==> src/sv/spq_pkg.sv <==
// Shared types and constants for the sorted priority queue.
`default_nettype none
package spq_pkg;

    localparam int CAPACITY = 16;

    localparam logic OP_PUSH  = 1'b0;
    localparam logic OP_SERVE = 1'b1;

    typedef enum logic [1:0] {
        ST_PUSHED = 2'd0,
        ST_SERVED = 2'd1,
        ST_EMPTY  = 2'd2,
        ST_FULL   = 2'd3
    } t_status;

    typedef struct packed {
        logic        operation;
        logic [15:0] entry_id;
        logic [7:0]  urgency;
    } t_item;

    typedef struct packed {
        t_status     status;
        logic [15:0] served_id;
        logic [4:0]  fill_count;
    } t_result;

    // one queue position as held by a cell
    typedef struct packed {
        logic        valid;
        logic [15:0] id;
        logic [7:0]  urg;
    } t_slot;

    // command broadcast to every cell
    typedef struct packed {
        logic        push;
        logic        serve;
        logic [15:0] id;
        logic [7:0]  urg;
    } t_bcast;

endpackage
`default_nettype wire

==> src/sv/spq_cell.sv <==
// One compare-and-shift cell of the queue chain.
`default_nettype none
module spq_cell
    import spq_pkg::*;
(
    input  wire logic   i_clk,
    input  wire logic   i_rst_n,
    input  wire logic   i_head,
    input  wire t_bcast i_bcast,
    input  wire t_slot  i_left,
    input  wire t_slot  i_right,
    input  wire logic   i_left_ins,
    output logic        o_ins,
    output t_slot       o_slot
);

    logic        r_valid;
    logic [15:0] r_id;
    logic [7:0]  r_urg;

    // head takes the new entry only on a strictly greater urgency,
    // later positions on greater or equal
    always_comb begin
        if (!r_valid) begin
            o_ins = 1'b1;
        end else if (i_head) begin
            o_ins = i_bcast.urg > r_urg;
        end else begin
            o_ins = r_urg <= i_bcast.urg;
        end
    end

    always_ff @(posedge i_clk) begin
        if (!i_rst_n) begin
            r_valid <= 1'b0;
        end else if (i_bcast.serve) begin
            r_valid <= i_right.valid;
        end else if (i_bcast.push) begin
            if (i_left_ins) begin
                r_valid <= i_left.valid;
            end else if (o_ins) begin
                r_valid <= 1'b1;
            end
        end
    end

    always_ff @(posedge i_clk) begin
        if (i_bcast.serve) begin
            r_id  <= i_right.id;
            r_urg <= i_right.urg;
        end else if (i_bcast.push) begin
            if (i_left_ins) begin
                r_id  <= i_left.id;
                r_urg <= i_left.urg;
            end else if (o_ins) begin
                r_id  <= i_bcast.id;
                r_urg <= i_bcast.urg;
            end
        end
    end

    assign o_slot = '{valid: r_valid, id: r_id, urg: r_urg};

    a_contiguous: assert property (@(posedge i_clk) disable iff (!i_rst_n)
        i_right.valid |-> r_valid)
        else $error("hole in valid chain");

    a_sorted: assert property (@(posedge i_clk) disable iff (!i_rst_n)
        (r_valid && i_right.valid) |-> (r_urg >= i_right.urg))
        else $error("queue order broken");

    a_ins_monotonic: assert property (@(posedge i_clk) disable iff (!i_rst_n)
        i_left_ins |-> o_ins)
        else $error("insertion flag not monotonic along chain");

endmodule
`default_nettype wire

==> src/sv/sorted_priority_queue_top.sv <==
// Sorted priority queue: chain of compare-and-shift cells with result register.
//
//  channel  | ports                     | handshake
//  ---------+---------------------------+-----------------------------------
//  command  | start, busy, i_item       | taken when start && !busy
//  result   | o_valid, o_result         | one-cycle strobe, no back-pressure
//
// No word waits on another: all cells compare against the broadcast urgency
// and shift in parallel, so busy stays low and a word may follow each cycle.
// The result appears on the cycle after the command is taken.
// Synchronous active-low reset empties the chain by clearing the valid bits.
// Entry payload is not reset; empty positions are never reported.
`default_nettype none
module sorted_priority_queue_top
    import spq_pkg::*;
(
    input  wire logic  i_clk,
    input  wire logic  i_rst_n,
    input  wire logic  start,
    output logic       busy,
    input  wire t_item i_item,
    output logic       o_valid,
    output t_result    o_result
);

    // position 0 and CAPACITY+1 are empty boundary slots
    t_slot  w_lslot [CAPACITY+2];
    logic   w_ins   [CAPACITY+1];
    t_bcast w_bcast;

    logic       w_take;
    logic       w_full;
    logic       w_empty;
    logic       r_valid;
    t_result    r_result;
    logic [4:0] r_fill;
    logic [4:0] n_fill;
    t_result    n_result;

    assign busy    = 1'b0;
    assign w_take  = start && !busy;
    assign w_full  = w_lslot[CAPACITY].valid;
    assign w_empty = !w_lslot[1].valid;

    assign w_lslot[0]          = '0;
    assign w_lslot[CAPACITY+1] = '0;
    assign w_ins[0]            = 1'b0;

    assign w_bcast.push  = w_take && (i_item.operation == OP_PUSH) && !w_full;
    assign w_bcast.serve = w_take && (i_item.operation == OP_SERVE) && !w_empty;
    assign w_bcast.id    = i_item.entry_id;
    assign w_bcast.urg   = i_item.urgency;

    for (genvar g = 0; g < CAPACITY; g++) begin : g_cell
        spq_cell u_cell (
            .i_clk      (i_clk),
            .i_rst_n    (i_rst_n),
            .i_head     (1'(g == 0)),
            .i_bcast    (w_bcast),
            .i_left     (w_lslot[g]),
            .i_right    (w_lslot[g+2]),
            .i_left_ins (w_ins[g]),
            .o_ins      (w_ins[g+1]),
            .o_slot     (w_lslot[g+1])
        );
    end

    always_comb begin
        n_fill             = r_fill;
        n_result.status    = ST_PUSHED;
        n_result.served_id = '0;
        if (i_item.operation == OP_SERVE) begin
            if (w_empty) begin
                n_result.status = ST_EMPTY;
            end else begin
                n_result.status    = ST_SERVED;
                n_result.served_id = w_lslot[1].id;
                n_fill             = r_fill - 5'd1;
            end
        end else if (w_full) begin
            n_result.status = ST_FULL;
        end else begin
            n_fill = r_fill + 5'd1;
        end
        n_result.fill_count = n_fill;
    end

    always_ff @(posedge i_clk) begin
        if (!i_rst_n) begin
            r_valid <= 1'b0;
            r_fill  <= '0;
        end else begin
            r_valid <= w_take;
            if (w_take) begin
                r_fill <= n_fill;
            end
        end
    end

    always_ff @(posedge i_clk) begin
        if (w_take) begin
            r_result <= n_result;
        end
    end

    assign o_valid  = r_valid;
    assign o_result = r_result;

    a_strobe: assert property (@(posedge i_clk) disable iff (!i_rst_n)
        w_take |=> o_valid)
        else $error("taken word gave no result");

    a_fill_tracks: assert property (@(posedge i_clk) disable iff (!i_rst_n)
        o_valid |-> (o_result.fill_count == r_fill))
        else $error("reported fill differs from held count");

    a_empty_serve: assert property (@(posedge i_clk) disable iff (!i_rst_n)
        (w_take && (i_item.operation == OP_SERVE) && w_empty) |=>
        (o_result.status == ST_EMPTY && o_result.fill_count == 5'd0))
        else $error("serve on empty misreported");

endmodule
`default_nettype wire

==> config.mk <==
export PLATFORM = sky130hd
export DESIGN_NAME = sorted_priority_queue_top
export DESIGN_NICKNAME = d
export VERILOG_FILES = /design/src/sv/spq_pkg.sv /design/src/sv/spq_cell.sv /design/src/sv/sorted_priority_queue_top.sv
export SDC_FILE = /design/constraint.sdc
export NUM_CORES = 1
export LEC_CHECK = 0
export BUFFER_PORTS_ARGS = -buffer_cell sky130_fd_sc_hd__buf_2
export CORE_MARGIN = 3
export CORE_UTILIZATION = 40
export DETAILED_ROUTE_END_ITERATION = 6
export PLACE_DENSITY = 0.56
export SLEW_MARGIN = 30
export SYNTH_ARGS = -nofsm -noshare
export SYNTH_HDL_FRONTEND = slang
export SYNTH_HIERARCHICAL = 1
export SYNTH_SLANG_ARGS = --single-unit
==> constraint.sdc <==
create_clock -name i_clk -period 4.7 [get_ports i_clk]
set_input_delay 0.94 -clock i_clk [delete_from_list [all_inputs] [get_ports i_clk]]
set_output_delay 0.94 -clock i_clk [all_outputs]
set_load 0.01 [all_outputs]
# == Word-level counts from Yosys, hierarchy flattened ==
# Cells that the tools add are included.
# W data, S select, Z words.
# totals
regBits,429
inputBits,28
out_inout_bits,25
word_cells,318
# classes
n_addsub,2
order_cmp,16
mux,205
bitwise_logic,2
reduce_logical,40
# op_table
cell,count
$mux W16,61
$mux W8,61
$le A8 B8 Y1,15
$mux W1,77
$reduce_bool A3 Y1,14
$reduce_and A2 Y1,17
$mux W5,3
$gt A8 B8 Y1,1
$mux W2,3
$reduce_bool A2 Y1,3
$add A5 B1 Y5 const B,1
$sub A5 B1 Y5 const B,1
$logic_and A1 B1 Y1,4
$not A1 Y1,2
$reduce_or A2 Y1,1
$logic_not A1 Y1,1

# == Depth between registers and ports, before layout ==
# logic_depth
word_depth,6
ltp_mapped,11
ltp_nobuf,10

# == Hierarchy ==
# The synthesis kept the hierarchy.
# modules_own_cells
mod,n_inst,cells_per_inst,area_per_inst_um2,seq_area_each_um2
spq_cell,16,144,1498.9,740.7
sorted_priority_queue_top,1,99,1277.5,810.8

# == Least setup slack after synthesis ==
# OpenSTA, ideal clock, no wires.
# synth_timing
path_kind,input to register
startpoint,in i_item[24] (netlist bit)
endpoint,reg g_cell[0].u_cell.r_id[0] (enable)
setup_ps,393
arrival_ps,3950
t_required_ps,4307
setup_slack_ps,357
cell_stages,4
path_buffers,1
cell_sequence,buf_4 and3_1 nor2_1 a41oi_2
# synth_lines
element,line,rtl
start: declaration,sorted_priority_queue_top.sv:21,"input wire t_item i_item,"
end signal: assignment,spq_cell.sv:49,r_id <= i_right.id;
end signal: assignment,spq_cell.sv:53,r_id <= i_left.id;
end signal: assignment,spq_cell.sv:56,r_id <= i_bcast.id;
end: declaration,spq_cell.sv:18,logic [15:0] r_id;

==> run summary <==
status - finished, final reports clean
die width - 257 um
Final Cycle Share - 71.2%
H-tree depth - 2
Reg2Reg Launch Point - g_cell[7].u_cell/r_urg[5]
post-synth design cell area - 0.0253 sq mm
initial core utilization - 40.7%
hold path cells - 2
Finished Cell Area - 0.0284 sq mm
final worst slack - 1.35 ns
TritonCTS clock tree - built
Final ANT Viol Nets - 0
P_leak - 12.7 nW
1st-iter DRT viols - 927
fin. max-slew vios - 0
Layout area overhead - 12.4%
dpl cell area - 0.0268 sq mm
relative slew slack - 42.5%
DRT Pass-1 Iters - 5
slew at the pin closest to its max-slew limit - 0.862 ns
Ports - 53
DR DRC count - 0
delay-heaviest family, CP - buffers and inverters
Rows - 91
setup TNS - 0 ns
Comb power frac - 10.3%
Tmin final - 3.35 ns
All-Layer GR Usage - 18.1%
DR vias - 17900
Worst Path Buf+Inv - 3
arrival time worst endpoint - 3.59 ns
Place WS - 0.764 ns
clock network fraction of total power - 40.1%
clk slew on worst S/H paths - 0.06 ns
post-DP HPWL - 43.1 mm
reg2reg setup slack - 1.90 ns
clock tree sinks - 429
final-stage net count - 2654
postcts setup bufs - 0
vias in the first global route - 19000
startpoint type of the worst setup path - input pin
Switching Share - 24.8%
HP Class - reg -> reg
first-pass GRT wire length - 99.3 mm
CP Data Required Time - 4.94 ns
IO buf count - 51
Chip Height - 257 um
Syn Inst Count - 2402
initial antenna violation count - 8
fin util - 45.7%
Synth warnings - 6
Crit path depth - 10
routability cong. - 0.797
maximum VDD drop - 0.000217 V
TritonCTS Buffers - 50
CTS Buffer Depth - 3
global route total overflow - 0
Avg Synthesized Cell Area - 10.5 sq um
drt total wl - 60.1 mm
setup violators final - 0
clock skew - 0.0252 ns
share of layout cells above drive strength 1 - 9.31%
Cell Int Power - 7.06 mW
Crit Reg-Reg Endpoint - g_cell[8].u_cell/r_id[14]
wire per inst - 17.8 um
hold endpoint - r_fill[4]
slowest CP cell - buf_2
critical path endpoint category - register
Post-CTS Resized - 0
maximum fanout along the worst path - 29
pin count of the biggest net entering global routing - 119
unrepaired setup endpoints after global routing - no
f_max - 0.299 GHz
final hold violation count - 0
total power - 9.39 mW
Worst Reg-to-Reg Cells - 8
routed vias/inst - 5.31
worst skew pair latency - 0.60 ns
Crit path largest cell delay - 0.48 ns
hold wc startpoint - r_fill[4]
CTS root buffer - clkbuf_16
crit-path cells - buf_2 > inv_1 > ha_1 > a211oi_2 > nor2_1 > a2111o_1 > nand3_2 > nor2_1 > a41oi_2 > buf_4
CTS Hold Bufs - 0
Max Cap Viol - 0
Sw Pwr - 2.33 mW
core area - 0.0621 sq mm
most frequent CP cell - nor2_1
DIE AREA - 0.0662 sq mm
Setup Crit Path Kind - in -> reg
Reg power frac - 49.6%
PwrDens - 331 mW/mm^2
==> metal layers <==
layer / track usage (%) / wire, um / vias to the layer above
met2: 29.6 / 27800 / 198
met5: 0 / 54 / -
li1: - / - / 8770
met3: 2.84 / 2010 / 83
met4: 4.33 / 969 / 10
met1: 25.4 / 29400 / 8843
==> layout make-up <==
class,instances,area [sq um]
Clock buffer,75,1390
Timing Repair Buffer,125,898
Tap cell,837,1050
Fill cell,5884,33700
Inverter,147,552
Sequential cell,429,12700
Multi-Input combinational cell,1743,11700
Antenna cell,1,2.50
Clock inverter,16,170
==> tightest hold or removal path, cell delays in order, from the launching register on <==
cell and delay (ns):
dfxtp_1 0.32, nand2_1 0.06, mux2i_1 0.07
==> cell usage in the layout, fill, tap and decap left out, types with 6 or more instances in the layout <==
master,count
ha_1,130
and3_1,18
nand4b_1,16
clkbuf_1,21
inv_1,147
a21o_1,17
buf_2,51
clkbuf_16,50
a211oi_2,16
edfxtp_1,407
a41oi_2,15
nand4_1,16
nor2_1,83
a21oi_1,16
mux2i_1,402
buf_12,7
nand3_2,9
o21ai_0,420
dfxtp_1,22
conb_1,68
a2111o_1,16
nand3_1,6
nor2b_1,16
nand2_1,452
buf_4,67
==> worst max-delay path by stage <==
stage | startpoint | to
after floorplan | i_item[24] | g_cell[0].u_cell/r_id[0]
after global placement | i_item[5] | g_cell[13].u_cell/r_id[3]
after detailed placement | i_item[5] | g_cell[13].u_cell/r_id[14]
after CTS | i_item[5] | g_cell[13].u_cell/r_id[11]
after global routing | i_item[5] | g_cell[13].u_cell/r_id[11]
final | i_item[5] | g_cell[13].u_cell/r_id[11]
==> power by group through the flow <==
stage	Sequential, mW	Clock, mW	Combinational (mW)
after global placement	4.73	0	0.923
after floorplan	4.68	0	0.630
after CTS	4.66	3.90	0.972
after detailed placement	4.73	0	0.968
after global routing	4.68	4.04	1.11
final	4.66	3.77	0.965
==> per-stage QoR <==
stage	hold slack (ns)	instances
after floorplan	0.458	2468
after global placement	0.468	3281
after detailed placement	0.491	3281
after CTS	0.501	3372
after global routing	0.536	3372
final	0.499	3373
==> registers in the layout, indices dropped and copies added (netlist names) <==
signal and cells:
o_valid 1, r_fill 5, o_result 23, g_cell.u_cell/r_id 256, g_cell.u_cell/r_valid 16, g_cell.u_cell/r_urg 128
(Power assumes the default switching activity.)
